<file path="src/rtl/core/sqe_pkg.sv">
// ----------------------------------------------------------------------------
// sqe_pkg
// Shared types, constants and ring pointer helpers for the stack/queue engine.
// ----------------------------------------------------------------------------
package sqe_pkg;

   localparam int DEPTH    = 32;
   localparam int DATA_W   = 32;
   localparam int PTR_W    = (DEPTH > 1) ? $clog2(DEPTH) : 1;
   localparam int CNT_W    = $clog2(DEPTH + 1);
   localparam int SUM_W    = CNT_W + 1;
   localparam int SWAP_MIN = 2;

   typedef logic [PTR_W-1:0]  ptr_type;
   typedef logic [CNT_W-1:0]  cnt_type;
   typedef logic [DATA_W-1:0] word_type;

   typedef enum logic [2:0] {
      ACT_PUSH  = 3'd0,
      ACT_PRINT = 3'd1,
      ACT_PEEK  = 3'd2,
      ACT_POP   = 3'd3,
      ACT_SWAP  = 3'd4
   } action_type;

   typedef enum logic [2:0] {
      KIND_DATA       = 3'd0,
      KIND_PEEK_EMPTY = 3'd1,
      KIND_POP_EMPTY  = 3'd2,
      KIND_SWAP_SHORT = 3'd3,
      KIND_BAD_ARG    = 3'd4,
      KIND_FULL       = 3'd5
   } kind_type;

   typedef enum logic [2:0] {
      ST_IDLE,
      ST_EXEC,
      ST_PEEK,
      ST_PRINT,
      ST_SWAP_A,
      ST_SWAP_B,
      ST_SWAP_C
   } state_type;

   typedef enum logic [1:0] {
      RD_TOP,
      RD_SECOND,
      RD_WALK
   } rd_sel_type;

   typedef enum logic [1:0] {
      WA_PUSH,
      WA_TOP,
      WA_SECOND
   } wr_addr_sel_type;

   typedef enum logic [1:0] {
      WD_PUSH,
      WD_RDATA,
      WD_HOLD
   } wr_data_sel_type;

   typedef enum logic [1:0] {
      EMIT_NONE,
      EMIT_DATA,
      EMIT_ERR
   } emit_type;

   typedef enum logic [1:0] {
      UPD_NONE,
      UPD_PUSH,
      UPD_POP
   } upd_type;

   // controller to datapath
   typedef struct packed {
      logic            load;
      logic            rd_en;
      rd_sel_type      rd_sel;
      logic            wr_en;
      wr_addr_sel_type wr_addr_sel;
      wr_data_sel_type wr_data_sel;
      logic            hold_load;
      logic            walk_start;
      logic            walk_step;
      upd_type         upd;
      emit_type        emit;
      kind_type        err_kind;
      logic            last;
   } cmd_type;

   // datapath to controller
   typedef struct packed {
      action_type action;
      logic       value_valid;
      logic       empty;
      logic       full;
      logic       short_for_swap;
      logic       walk_done;
   } status_type;

   function automatic ptr_type ptr_inc(input ptr_type p);
      ptr_type r;
      if (p == ptr_type'(DEPTH - 1)) begin
         r = '0;
      end else begin
         r = p + ptr_type'(1);
      end
      return r;
   endfunction

   function automatic ptr_type ptr_dec(input ptr_type p);
      ptr_type r;
      if (p == '0) begin
         r = ptr_type'(DEPTH - 1);
      end else begin
         r = p - ptr_type'(1);
      end
      return r;
   endfunction

   // top plus count, wrapped; the sum stays below twice the depth
   function automatic ptr_type ptr_add(input ptr_type p, input cnt_type n);
      logic [SUM_W-1:0] s;
      s = SUM_W'(p) + SUM_W'(n);
      if (s >= SUM_W'(DEPTH)) begin
         s = s - SUM_W'(DEPTH);
      end
      return s[PTR_W-1:0];
   endfunction

endpackage

</file>
<file path="src/rtl/core/sqe_ram.sv">
// ----------------------------------------------------------------------------
// sqe_ram
// Generic single write port, single read port RAM with registered read data.
// ----------------------------------------------------------------------------
module sqe_ram #(
   parameter int WIDTH = 32,
   parameter int DEPTH = 32
) (
   input  logic                     clock,
   input  logic                     wr_en,
   input  logic [$clog2(DEPTH)-1:0] wr_addr,
   input  logic [WIDTH-1:0]         wr_data,
   input  logic                     rd_en,
   input  logic [$clog2(DEPTH)-1:0] rd_addr,
   output logic [WIDTH-1:0]         rd_data
);

   logic [WIDTH-1:0] mem_ff [DEPTH];
   logic [WIDTH-1:0] rd_data_ff;

   always_ff @(posedge clock) begin
      if (wr_en) begin
         mem_ff[wr_addr] <= wr_data;
      end
      if (rd_en) begin
         rd_data_ff <= mem_ff[rd_addr];
      end
   end

   assign rd_data = rd_data_ff;

endmodule

</file>
<file path="src/rtl/core/sqe_ctrl.sv">
// ----------------------------------------------------------------------------
// sqe_ctrl
// Command sequencer: decodes the latched command against the store status and
// steps the datapath through reads, writes and result transfers.
// ----------------------------------------------------------------------------
module sqe_ctrl (
   input  logic                 clock,
   input  logic                 reset,
   input  logic                 start,
   input  sqe_pkg::status_type  status,
   output sqe_pkg::cmd_type     cmd,
   output logic                 busy
);

   sqe_pkg::state_type state_ff;
   sqe_pkg::state_type state_in;

   always_ff @(posedge clock) begin
      if (reset) begin
         state_ff <= sqe_pkg::ST_IDLE;
      end else begin
         state_ff <= state_in;
      end
   end

   always_comb begin
      state_in        = state_ff;
      cmd             = '0;
      cmd.rd_sel      = sqe_pkg::RD_TOP;
      cmd.wr_addr_sel = sqe_pkg::WA_PUSH;
      cmd.wr_data_sel = sqe_pkg::WD_PUSH;
      cmd.upd         = sqe_pkg::UPD_NONE;
      cmd.emit        = sqe_pkg::EMIT_NONE;
      cmd.err_kind    = sqe_pkg::KIND_DATA;
      busy            = (state_ff != sqe_pkg::ST_IDLE);

      case (state_ff)
         sqe_pkg::ST_IDLE: begin
            if (start) begin
               cmd.load = 1'b1;
               state_in = sqe_pkg::ST_EXEC;
            end
         end

         sqe_pkg::ST_EXEC: begin
            state_in = sqe_pkg::ST_IDLE;
            case (status.action)
               sqe_pkg::ACT_PUSH: begin
                  // bad argument is checked before full
                  if (!status.value_valid) begin
                     cmd.emit     = sqe_pkg::EMIT_ERR;
                     cmd.err_kind = sqe_pkg::KIND_BAD_ARG;
                  end else if (status.full) begin
                     cmd.emit     = sqe_pkg::EMIT_ERR;
                     cmd.err_kind = sqe_pkg::KIND_FULL;
                  end else begin
                     cmd.wr_en = 1'b1;
                     cmd.upd   = sqe_pkg::UPD_PUSH;
                  end
               end
               sqe_pkg::ACT_PRINT: begin
                  if (!status.empty) begin
                     cmd.rd_en      = 1'b1;
                     cmd.walk_start = 1'b1;
                     state_in       = sqe_pkg::ST_PRINT;
                  end
               end
               sqe_pkg::ACT_PEEK: begin
                  if (status.empty) begin
                     cmd.emit     = sqe_pkg::EMIT_ERR;
                     cmd.err_kind = sqe_pkg::KIND_PEEK_EMPTY;
                  end else begin
                     cmd.rd_en = 1'b1;
                     state_in  = sqe_pkg::ST_PEEK;
                  end
               end
               sqe_pkg::ACT_POP: begin
                  if (status.empty) begin
                     cmd.emit     = sqe_pkg::EMIT_ERR;
                     cmd.err_kind = sqe_pkg::KIND_POP_EMPTY;
                  end else begin
                     cmd.upd = sqe_pkg::UPD_POP;
                  end
               end
               sqe_pkg::ACT_SWAP: begin
                  if (status.short_for_swap) begin
                     cmd.emit     = sqe_pkg::EMIT_ERR;
                     cmd.err_kind = sqe_pkg::KIND_SWAP_SHORT;
                  end else begin
                     cmd.rd_en = 1'b1;
                     state_in  = sqe_pkg::ST_SWAP_A;
                  end
               end
               default: begin
                  state_in = sqe_pkg::ST_IDLE;
               end
            endcase
         end

         sqe_pkg::ST_PEEK: begin
            cmd.emit = sqe_pkg::EMIT_DATA;
            cmd.last = 1'b1;
            state_in = sqe_pkg::ST_IDLE;
         end

         sqe_pkg::ST_PRINT: begin
            cmd.emit = sqe_pkg::EMIT_DATA;
            cmd.last = status.walk_done;
            if (status.walk_done) begin
               state_in = sqe_pkg::ST_IDLE;
            end else begin
               cmd.rd_en     = 1'b1;
               cmd.rd_sel    = sqe_pkg::RD_WALK;
               cmd.walk_step = 1'b1;
            end
         end

         // top word arrives, keep it and fetch the second
         sqe_pkg::ST_SWAP_A: begin
            cmd.hold_load = 1'b1;
            cmd.rd_en     = 1'b1;
            cmd.rd_sel    = sqe_pkg::RD_SECOND;
            state_in      = sqe_pkg::ST_SWAP_B;
         end

         sqe_pkg::ST_SWAP_B: begin
            cmd.wr_en       = 1'b1;
            cmd.wr_addr_sel = sqe_pkg::WA_TOP;
            cmd.wr_data_sel = sqe_pkg::WD_RDATA;
            state_in        = sqe_pkg::ST_SWAP_C;
         end

         sqe_pkg::ST_SWAP_C: begin
            cmd.wr_en       = 1'b1;
            cmd.wr_addr_sel = sqe_pkg::WA_SECOND;
            cmd.wr_data_sel = sqe_pkg::WD_HOLD;
            state_in        = sqe_pkg::ST_IDLE;
         end

         default: begin
            state_in = sqe_pkg::ST_IDLE;
         end
      endcase
   end

endmodule

</file>
<file path="src/rtl/core/sqe_dp.sv">
// ----------------------------------------------------------------------------
// sqe_dp
// Datapath: ring buffer storage, top pointer and fill count, mode register,
// print walk pointer and the registered result port.
// ----------------------------------------------------------------------------
module sqe_dp (
   input  logic                       clock,
   input  logic                       reset,
   input  sqe_pkg::cmd_type           cmd,
   output sqe_pkg::status_type        status,
   input  logic [2:0]                 req_action,
   input  logic signed [31:0]         req_push_value,
   input  logic                       req_value_valid,
   input  logic                       csr_write_enable,
   input  logic                       csr_write_data,
   output logic                       rsp_valid,
   output logic [2:0]                 rsp_kind,
   output logic signed [31:0]         rsp_data,
   output logic                       rsp_last
);

   logic                  queue_mode_ff;
   sqe_pkg::ptr_type      top_ff;
   sqe_pkg::ptr_type      top_in;
   sqe_pkg::cnt_type      fill_ff;
   sqe_pkg::cnt_type      fill_in;
   sqe_pkg::action_type   action_ff;
   sqe_pkg::word_type     value_ff;
   logic                  valid_ff;
   sqe_pkg::ptr_type      walk_ptr_ff;
   sqe_pkg::cnt_type      walk_cnt_ff;
   sqe_pkg::word_type     hold_ff;
   logic                  rsp_valid_ff;
   sqe_pkg::kind_type     rsp_kind_ff;
   sqe_pkg::word_type     rsp_data_ff;
   logic                  rsp_last_ff;

   sqe_pkg::ptr_type      second_ptr;
   sqe_pkg::ptr_type      push_ptr;
   sqe_pkg::ptr_type      rd_addr;
   sqe_pkg::ptr_type      wr_addr;
   sqe_pkg::word_type     wr_data;
   sqe_pkg::word_type     rd_data;

   assign second_ptr = sqe_pkg::ptr_inc(top_ff);
   // queue appends below the last entry, stack grows above the top
   assign push_ptr   = queue_mode_ff ? sqe_pkg::ptr_add(top_ff, fill_ff)
                                     : sqe_pkg::ptr_dec(top_ff);

   always_comb begin
      case (cmd.rd_sel)
         sqe_pkg::RD_TOP:    rd_addr = top_ff;
         sqe_pkg::RD_SECOND: rd_addr = second_ptr;
         sqe_pkg::RD_WALK:   rd_addr = walk_ptr_ff;
         default:            rd_addr = top_ff;
      endcase
      case (cmd.wr_addr_sel)
         sqe_pkg::WA_PUSH:   wr_addr = push_ptr;
         sqe_pkg::WA_TOP:    wr_addr = top_ff;
         sqe_pkg::WA_SECOND: wr_addr = second_ptr;
         default:            wr_addr = push_ptr;
      endcase
      case (cmd.wr_data_sel)
         sqe_pkg::WD_PUSH:  wr_data = value_ff;
         sqe_pkg::WD_RDATA: wr_data = rd_data;
         sqe_pkg::WD_HOLD:  wr_data = hold_ff;
         default:           wr_data = value_ff;
      endcase
   end

   sqe_ram #(
      .WIDTH (sqe_pkg::DATA_W),
      .DEPTH (sqe_pkg::DEPTH)
   ) u_ram (
      .clock   (clock),
      .wr_en   (cmd.wr_en),
      .wr_addr (wr_addr),
      .wr_data (wr_data),
      .rd_en   (cmd.rd_en),
      .rd_addr (rd_addr),
      .rd_data (rd_data)
   );

   always_comb begin
      top_in  = top_ff;
      fill_in = fill_ff;
      case (cmd.upd)
         sqe_pkg::UPD_PUSH: begin
            fill_in = fill_ff + sqe_pkg::cnt_type'(1);
            if (!queue_mode_ff) begin
               top_in = push_ptr;
            end
         end
         sqe_pkg::UPD_POP: begin
            fill_in = fill_ff - sqe_pkg::cnt_type'(1);
            top_in  = second_ptr;
         end
         default: begin
            top_in  = top_ff;
         end
      endcase
   end

   always_ff @(posedge clock) begin
      if (reset) begin
         queue_mode_ff <= 1'b0;
         top_ff        <= '0;
         fill_ff       <= '0;
         rsp_valid_ff  <= 1'b0;
      end else begin
         if (csr_write_enable) begin
            queue_mode_ff <= csr_write_data;
         end
         top_ff       <= top_in;
         fill_ff      <= fill_in;
         rsp_valid_ff <= (cmd.emit != sqe_pkg::EMIT_NONE);
      end
   end

   always_ff @(posedge clock) begin
      if (cmd.load) begin
         action_ff <= sqe_pkg::action_type'(req_action);
         value_ff  <= sqe_pkg::word_type'(req_push_value);
         valid_ff  <= req_value_valid;
      end
      if (cmd.hold_load) begin
         hold_ff <= rd_data;
      end
      // walk count tracks entries already fetched
      if (cmd.walk_start) begin
         walk_ptr_ff <= second_ptr;
         walk_cnt_ff <= sqe_pkg::cnt_type'(1);
      end else if (cmd.walk_step) begin
         walk_ptr_ff <= sqe_pkg::ptr_inc(walk_ptr_ff);
         walk_cnt_ff <= walk_cnt_ff + sqe_pkg::cnt_type'(1);
      end
      case (cmd.emit)
         sqe_pkg::EMIT_DATA: begin
            rsp_kind_ff <= sqe_pkg::KIND_DATA;
            rsp_data_ff <= rd_data;
            rsp_last_ff <= cmd.last;
         end
         sqe_pkg::EMIT_ERR: begin
            rsp_kind_ff <= cmd.err_kind;
            rsp_data_ff <= '0;
            rsp_last_ff <= 1'b1;
         end
         default: begin
            rsp_kind_ff <= rsp_kind_ff;
         end
      endcase
   end

   assign status.action         = action_ff;
   assign status.value_valid    = valid_ff;
   assign status.empty          = (fill_ff == '0);
   assign status.full           = (fill_ff == sqe_pkg::cnt_type'(sqe_pkg::DEPTH));
   assign status.short_for_swap = (fill_ff < sqe_pkg::cnt_type'(sqe_pkg::SWAP_MIN));
   assign status.walk_done      = (walk_cnt_ff == fill_ff);

   assign rsp_valid = rsp_valid_ff;
   assign rsp_kind  = rsp_kind_ff;
   assign rsp_data  = rsp_data_ff;
   assign rsp_last  = rsp_last_ff;

endmodule

</file>
<file path="src/rtl/core/stack_queue_engine.sv">
// ----------------------------------------------------------------------------
// stack_queue_engine
// Bounded store of signed 32-bit words used as a stack or a queue, with push,
// print-all, peek, pop and swap commands and error results.
// ----------------------------------------------------------------------------
//   channel   ports                                   transfer
//   request   start, busy, req_action,                start high, busy low
//             req_push_value, req_value_valid
//   response  rsp_valid, rsp_kind, rsp_data, rsp_last rsp_valid high
//   config    csr_write_enable, csr_write_data        csr_write_enable high
//
// a command is taken in one cycle and decoded in the next: push, pop and any
// error finish in the decode state; peek, swap and print-all go on through
// further states, since the ring buffer RAM has one registered read port.
// results are registered, leave the cycle after they are formed and the
// receiver cannot stall them. after reset the store is empty and stack
// mode is set.
// ----------------------------------------------------------------------------
module stack_queue_engine (
   input  logic               clock,
   input  logic               reset,
   input  logic               start,
   output logic               busy,
   input  logic [2:0]         req_action,
   input  logic signed [31:0] req_push_value,
   input  logic               req_value_valid,
   input  logic               csr_write_enable,
   input  logic               csr_write_data,
   output logic               rsp_valid,
   output logic [2:0]         rsp_kind,
   output logic signed [31:0] rsp_data,
   output logic               rsp_last
);

   sqe_pkg::cmd_type    cmd;
   sqe_pkg::status_type status;

   sqe_ctrl u_ctrl (
      .clock  (clock),
      .reset  (reset),
      .start  (start),
      .status (status),
      .cmd    (cmd),
      .busy   (busy)
   );

   sqe_dp u_dp (
      .clock            (clock),
      .reset            (reset),
      .cmd              (cmd),
      .status           (status),
      .req_action       (req_action),
      .req_push_value   (req_push_value),
      .req_value_valid  (req_value_valid),
      .csr_write_enable (csr_write_enable),
      .csr_write_data   (csr_write_data),
      .rsp_valid        (rsp_valid),
      .rsp_kind         (rsp_kind),
      .rsp_data         (rsp_data),
      .rsp_last         (rsp_last)
   );

endmodule
</file>
<file path="config.mk">
export PLATFORM = sky130hd
export DESIGN_NAME = stack_queue_engine
export DESIGN_NICKNAME = d
export VERILOG_FILES = /design/src/rtl/core/sqe_pkg.sv /design/src/rtl/core/sqe_ram.sv /design/src/rtl/core/sqe_ctrl.sv /design/src/rtl/core/sqe_dp.sv /design/src/rtl/core/stack_queue_engine.sv
export SDC_FILE = /design/constraint.sdc
export NUM_CORES = 2
export LEC_CHECK = 0
export ABC_AREA = 0
export BUFFER_PORTS_ARGS = -buffer_cell sky130_fd_sc_hd__clkbuf_2
export CORE_MARGIN = 2
export CORE_UTILIZATION = 50
export CTS_CLUSTER_DIAMETER = 100
export DETAILED_ROUTE_END_ITERATION = 10
export MAX_ROUTING_LAYER = met4
export PLACE_DENSITY = 0.67
export SLEW_MARGIN = 20
export SYNTH_ARGS = -nofsm -noshare
export SYNTH_HDL_FRONTEND = slang
export SYNTH_SLANG_ARGS = --single-unit
</file>
<file path="constraint.sdc">
create_clock -name clock -period 6.7 [get_ports clock]
set_clock_uncertainty 0.15 [all_clocks]
set_input_delay 1.005 -clock clock [delete_from_list [all_inputs] [get_ports clock]]
set_output_delay 1.005 -clock clock [all_outputs]
set_load 0.03 [all_outputs]
</file>
# Word-level counts from Yosys, hierarchy flattened
# Memory sizes are Yosys's and may differ from the RTL's. A register that Yosys moved wholly into a read port is not among the register bits.
# Cells that the tools add are included.
word_totals:
  output_inout_bits: 38
  n_memories: 1
  latch_bits: 0
  mem_bits_rw: 1024
  mem_bits_ro: 0
  regBits: 131
memory_table:
  columns: ["name", "words", "word_bits", "rd", "rd_ports_with_merged_regs", "write_ports", "line", "text"]
  rows:
  - ["u_dp.u_ram.mem_ff", 32, 32, 1, 1, 1, "sqe_ram.sv:18", "logic [WIDTH-1:0] mem_ff [DEPTH];"]
classes:
  multipliers: 0
  order_cmp: 2
  n_bitwise: 0
  n_div: 0
  n_eq_ne: 27
  addsub: 8
  muxes: 57
  shift: 0
  n_reduce_logical: 14
ops:
  columns: ["operator", "n"]
  rows:
  - ["$pmux 32 s2", 2]
  - ["$mux 5", 13]
  - ["$pmux 5 s2", 3]
  - ["$pmux 5 s4", 1]
  - ["$mux 1", 16]
  - ["$mux 3", 5]
  - ["$pmux 3 s5", 1]
  - ["$add 6x1->6 const B", 2]
  - ["$eq 3x2->1 const B", 4]
  - ["$eq 3x3->1 const B", 4]
  - ["$pmux 2 s2", 3]
  - ["$pmux 6 s2", 1]
  - ["$add 5x1->5 const B", 2]
  - ["$eq 2x1->1 const B", 5]
  - ["$eq 2x2->1 const B", 5]
  - ["$eq 5x5->1 const B", 2]
  - ["$sub 5x1->5 const B", 2]
  - ["$pmux 3 s3", 1]
  - ["$mux 2", 4]
  - ["$pmux 1 s2", 4]
  - ["$pmux 4 s2", 1]
  - ["$reduce_bool 2->1", 4]
  - ["$add 5x6->7", 1]
  - ["$ge 7x6->1 const B", 1]
  - ["other kinds (15)", 21]

# Logic depth before layout (Yosys ltp)
depth:
  ltp_word: 8
  depth_mapped: 18
  ltp_nobuf: 16

# Hierarchy
# Synthesis repeated with hierarchy kept, for this count alone.
unflattened:
  hier_cells: 2830
  area_unflattened_um2: 47326.6
by_module_without_submodules:
  columns: ["mod", "area_each_um2", "cells_each", "n_inst"]
  rows:
  - ["sqe_ram", 40812.9, 2260, 1]
  - ["sqe_dp", 6043.3, 506, 1]
  - ["sqe_ctrl", 470.5, 64, 1]

# Least setup slack after synthesis
# OpenSTA, ideal clock, no wires.
synth_path:
  path_kind: "reg-to-reg"
  start: "register u_dp.fill_ff[2]"
  end: "memory u_dp.u_ram.mem_ff[10][0], enable pin"
  n_path_buf: 1
  stages_incl_launch_ff: 10
  arrival_ns: 5.227
  required_time_ns: 6.048
  path_slack_ns: 0.821
  cell_sequence: "dfxtp_1 -> ha_1 -> nor2b_1 -> o21a_1 -> or3_1 -> a31oi_1 -> xnor2_1 -> o21a_1 -> clkbuf_1 -> nor4_1"
synth_via:
  elab_chain_len: 7
  elab_cells_between_ends: 13
  classes_between: "add/sub (2); order compare (1); eq/ne (1); mux (9)"
synth_lines:
  columns: ["element", "line", "text"]
  rows:
  - ["start: declaration", "sqe_dp.sv:25", "sqe_pkg::cnt_type fill_ff;"]
  - ["start signal: assignment", "sqe_dp.sv:115", "fill_ff <= fill_in;"]
  - ["parallel branches: the longest is 7 deep, another holds $add 5x6->7", null, null]
  - ["end: declaration", "sqe_ram.sv:18", null]
# Parallel ways; which one is timed is not known.

# Final worst setup path
layout_path:
  start: "register u_dp.fill_ff[0]"
  end: "register u_dp.u_ram.rd_data_ff[26], in the netlist u_dp.u_ram.rd_data[26], read port of u_dp.u_ram.mem_ff (data pin)"
layout_via:
  elab_chain_len: 5
  elab_cells_between_ends: 12
  classes_between: "order compare (1); eq/ne (3); mux (7); reduce/logical (1)"
layout_lines:
  columns: ["element", "line", "text"]
  rows:
  - ["parallel branches: the longest is 5 deep, another holds $lt 6x2->1", null, null]
  - ["end: declaration", "sqe_ram.sv:19", "logic [WIDTH-1:0] rd_data_ff;"]
# Parallel ways; which one is timed is not known.
# A chain may end at the register's enable or synchronous reset.

==> impl_metrics.py <==
metrics = {
    "min_path": {
        "hold_start": "req_push_value[10]",
        "min_delay_worst_endpoint": "u_dp.value_ff[10]",
        "min_path_cells": 1,
        "hp-class": "input port to flop",
    },
    "clocking": {
        "cts_tree": "built",
        "clockBufferDepth": 3,
        "cts_buffers": 117,
        "ctsHoldBuffers": 0,
        "htree_num_levels": 3,
        "worst_skew_pair.late_latency_ns": 0.70,
        "clk_pin_slew_ns": 0.06,
        "postCtsSetupBuffers": 0,
        "clock-sinks": 1187,
        "ctsResizeCount": 0,
        "root_buffer": "clkbuf_16",
    },
    "placement": {
        "place_ws_ns": 1.569,
        "dpl.hpwl_mm": 72.88,
        "dp.cells": 4867,
        "place_congestion": 0.8792,
        "portBuffers": 78,
    },
    "floorplanning": {
        "die_area_sq_um": 97330,
        "die_x_microns": 312.0,
        "row_count": 112,
        "die_h_microns": 312.0,
        "pin_count": 79,
        "initial_utilization_pct": 50.66,
        "core_area_sq_um": 93610,
    },
    "routing": {
        "wl_mm": 129.8,
        "detail_route.vias_per_cell": 6.024,
        "drc_errors": 0,
        "dr_total_vias": 30620,
        "wl_per_cell_microns": 25.54,
        "drt-initial-drc-count": 4572,
        "ant_nets": 0,
        "drtPass1Iterations": 5,
    },
    "power_and_ir_drop": {
        "p_sw_uw": 3044,
        "intPower_uw": 11920,
        "power.density_nw_per_um2": 279.2,
        "pwr-share-clk_pct": 42.6,
        "p_sw_share_pct": 20.34,
        "p_leak_uw": 0.01852,
        "seqPwrFrac_pct": 54.9,
        "pwr-share-comb_pct": 2.6,
        "vdd_drop_max_mv": 0.2162,
    },
    "worst_setup_path": {
        "reg2reg_slack_ns": 1.51,
        "crit_path_end_kind": "flop",
        "start_kind": "flop",
        "crit_fanout": 57,
        "ff2ff_path_depth": 14,
        "path_class": "flop to flop",
        "worstPathRequired_ns": 7.03,
        "r2r-end": "u_dp.u_ram.rd_data[26]",
        "cp.arrival_ns": 5.53,
        "worstReg2RegStart": "u_dp.fill_ff[0]",
    },
    "synth": {
        "synthFlopType": "edfxtp_1",
        "yosysSeqAreaShare_pct": 74.69,
        "syn-instance-count": 3661,
        "ys_types": 65,
        "yosysWarnings": 0,
        "synth_area_per_cell_sq_um": 12.95,
        "synth_edf_count": 1165,
        "synthesis.nets": 3727,
        "ys_seq_elements": 1187,
        "async_reset_ff_share_pct": 0,
        "syn_area_sq_um": 47430,
    },
    "cells_and_area": {
        "finalNonFillerCells": 5084,
        "multi_input_area_sq_um": 11380,
        "final_cell_mix": "edfxtp_1 (1165), nand2_1 (1062), nand3_1 (378), a21oi_1 (213), clkbuf_16 (120)",
        "final_common_cell": "edfxtp_1",
        "drive_gt1_share_pct": 11.44,
        "syn_to_final_growth_pct": 13.01,
        "layout.nets": 3798,
        "final.fill_count": 7333,
        "seq_area_sq_um": 35420,
    },
    "run": {
        "maxCapViolations": 0,
    },
    "timing": {
        "fin_setup_tns_ns": 0,
        "hold_viol": 0,
        "finalCritPeriodShare_pct": 77.50,
        "report.final.slew_viol_count": 0,
        "tightest_slew_ns": 1.212,
        "fmax_mhz": 192.6,
        "rsz0062_at_grt": "false",
        "fin_crit_ns": 5.193,
        "finalSetupViolations": 0,
        "setup_ws_ns": 1.507,
        "slew_headroom_pct": 19.21,
    },
    "grt": {
        "overflow": 0,
        "grt_start_max_net_pins": 155,
        "grt_antenna_before_repair": 4,
        "grt_pass1_wl_mm": 189.9,
        "grt_usage_pct": 27.14,
        "grt_pass1_vias": 28460,
    },
    "run_status": {
        "status": "finished clean",
    },
}
[cells by family after synthesis]
group	Yosys count	share of synthesized area, %
AO/OA/AOI/OAI	431	5.324
buffers and inverters	256	2.382
adder cells (fa/ha/maj)	25	0.6912
multiplexers	14	0.4590
XOR/XNOR	26	0.4802
flip-flops	1187	74.69
AND/OR/NAND/NOR	1722	15.97
[stage by stage]
stage               utilization [%]  hold slack, ns  power [uW]  area [sq um]
floorplan                         -          0.2924        8581         47430
global placement              53.00          0.3193        8738         49620
detailed placement            53.24          0.3225        8745         49840
CTS                           57.21          0.2988       15010         53550
global route                  57.26          0.3110       15320         53600
finish                        57.26          0.3344       14970         53600
[power groups by stage]
stage	clock network [uW]	logic (uW)	registers [uW]
floorplan	0	207	8370
global placement	0	368	8370
detailed placement	0	376	8370
CTS	6420	378	8210
global route	6700	415	8210
finish	6370	385	8210
[registers in the layout, summed over array words and instances, names as in the netlist]
signal,flops
u_ctrl.state_ff,3
u_dp.action_ff,3
u_dp.fill_ff,6
u_dp.hold_ff,32
u_dp.queue_mode_ff,1
u_dp.rsp_data,32
u_dp.rsp_kind,3
u_dp.rsp_last,1
u_dp.rsp_valid,1
u_dp.top_ff,5
u_dp.u_ram.mem_ff,1024
u_dp.u_ram.rd_data,32
u_dp.valid_ff,1
u_dp.value_ff,32
u_dp.walk_cnt_ff,6
u_dp.walk_ptr_ff,5
[per-layer routing]
layer	global-route usage [%]	share of wire, %
met5	-	0
met1	38.35	40
met2	40.15	45
met4	8.708	3.4
met3	5.043	11
[how the worst max path moves through the flow]
| stage | start | slack (ns) | to |
|---|---|---|---|
| after floorplan | u_dp.fill_ff[2] | 0.82 | u_dp.u_ram.mem_ff[10][0] |
| after global placement | u_dp.fill_ff[0] | 1.67 | u_dp.u_ram.rd_data[26] |
| after detailed placement | u_dp.fill_ff[0] | 1.57 | u_dp.u_ram.rd_data[26] |
| after CTS | u_dp.fill_ff[0] | 1.56 | u_dp.u_ram.rd_data[26] |
| after global routing | u_dp.fill_ff[0] | 1.10 | u_dp.u_ram.rd_data[6] |
| final | u_dp.fill_ff[0] | 1.51 | u_dp.u_ram.rd_data[26] |
[critical path, stage by stage (launching register included)]
cell and delay (ns):
dfxtp_1 0.48, xor2_1 0.17, nor4_1 0.06, nand3_1 0.12
nand3_1 0.21, ha_1 0.78, inv_1 0.19, o22ai_4 0.24
buf_4 0.62, buf_4 0.68, nand2_1 0.12, nand3_1 0.11
a21oi_1 0.07, or4_1 0.56, nor4_1 0.35
[synth_stat cells (all sizes together), types with 2 or more instances]
cell type     n  area share, %
xor2         13           0.24
xnor2        13           0.24
nand4         4          0.053
clkbuf      106           0.84
a221oi        3          0.055
mux2i         6           0.13
o21ai        44           0.50
o31ai         3          0.047
o211ai        2          0.032
and2          2          0.026
buf         124            1.3
mux4          6           0.28
a21oi       213            2.2
dfxtp        22           0.93
mux2          2          0.047
a2bb2oi       2          0.050
nor4b         3          0.055
a41oi         2          0.037
o2111ai       4          0.074
o22ai        32           0.44
edfxtp     1165             74
or2           3          0.040
a31oi        66           0.87
inv          25           0.20
a22oi        36           0.57
nor3b         4          0.074
a21o          6          0.095
a211oi        4          0.063
nand2      1062            8.4
nand3       384            4.1
nand2b        3          0.040
nor3         11           0.12
ha           23           0.61
nor2         49           0.39
nor2b        34           0.45
or3           9           0.12
or4          31           0.49
o21a          6          0.095
nor4         51           0.67
fa            2          0.084
and3         69           0.91
[cell type report]
cell class,instances,share of cell area (%)
diodes,1,0.004669
clock buffers,142,5.757
clock inverters,74,1.172
inverters,26,0.1821
multi-input cells,2218,21.22
flip-flops and latches,1187,66.09
well taps,1254,2.927
repair buffers,182,2.643
No activity file was read; power rests on OpenSTA's default activity.
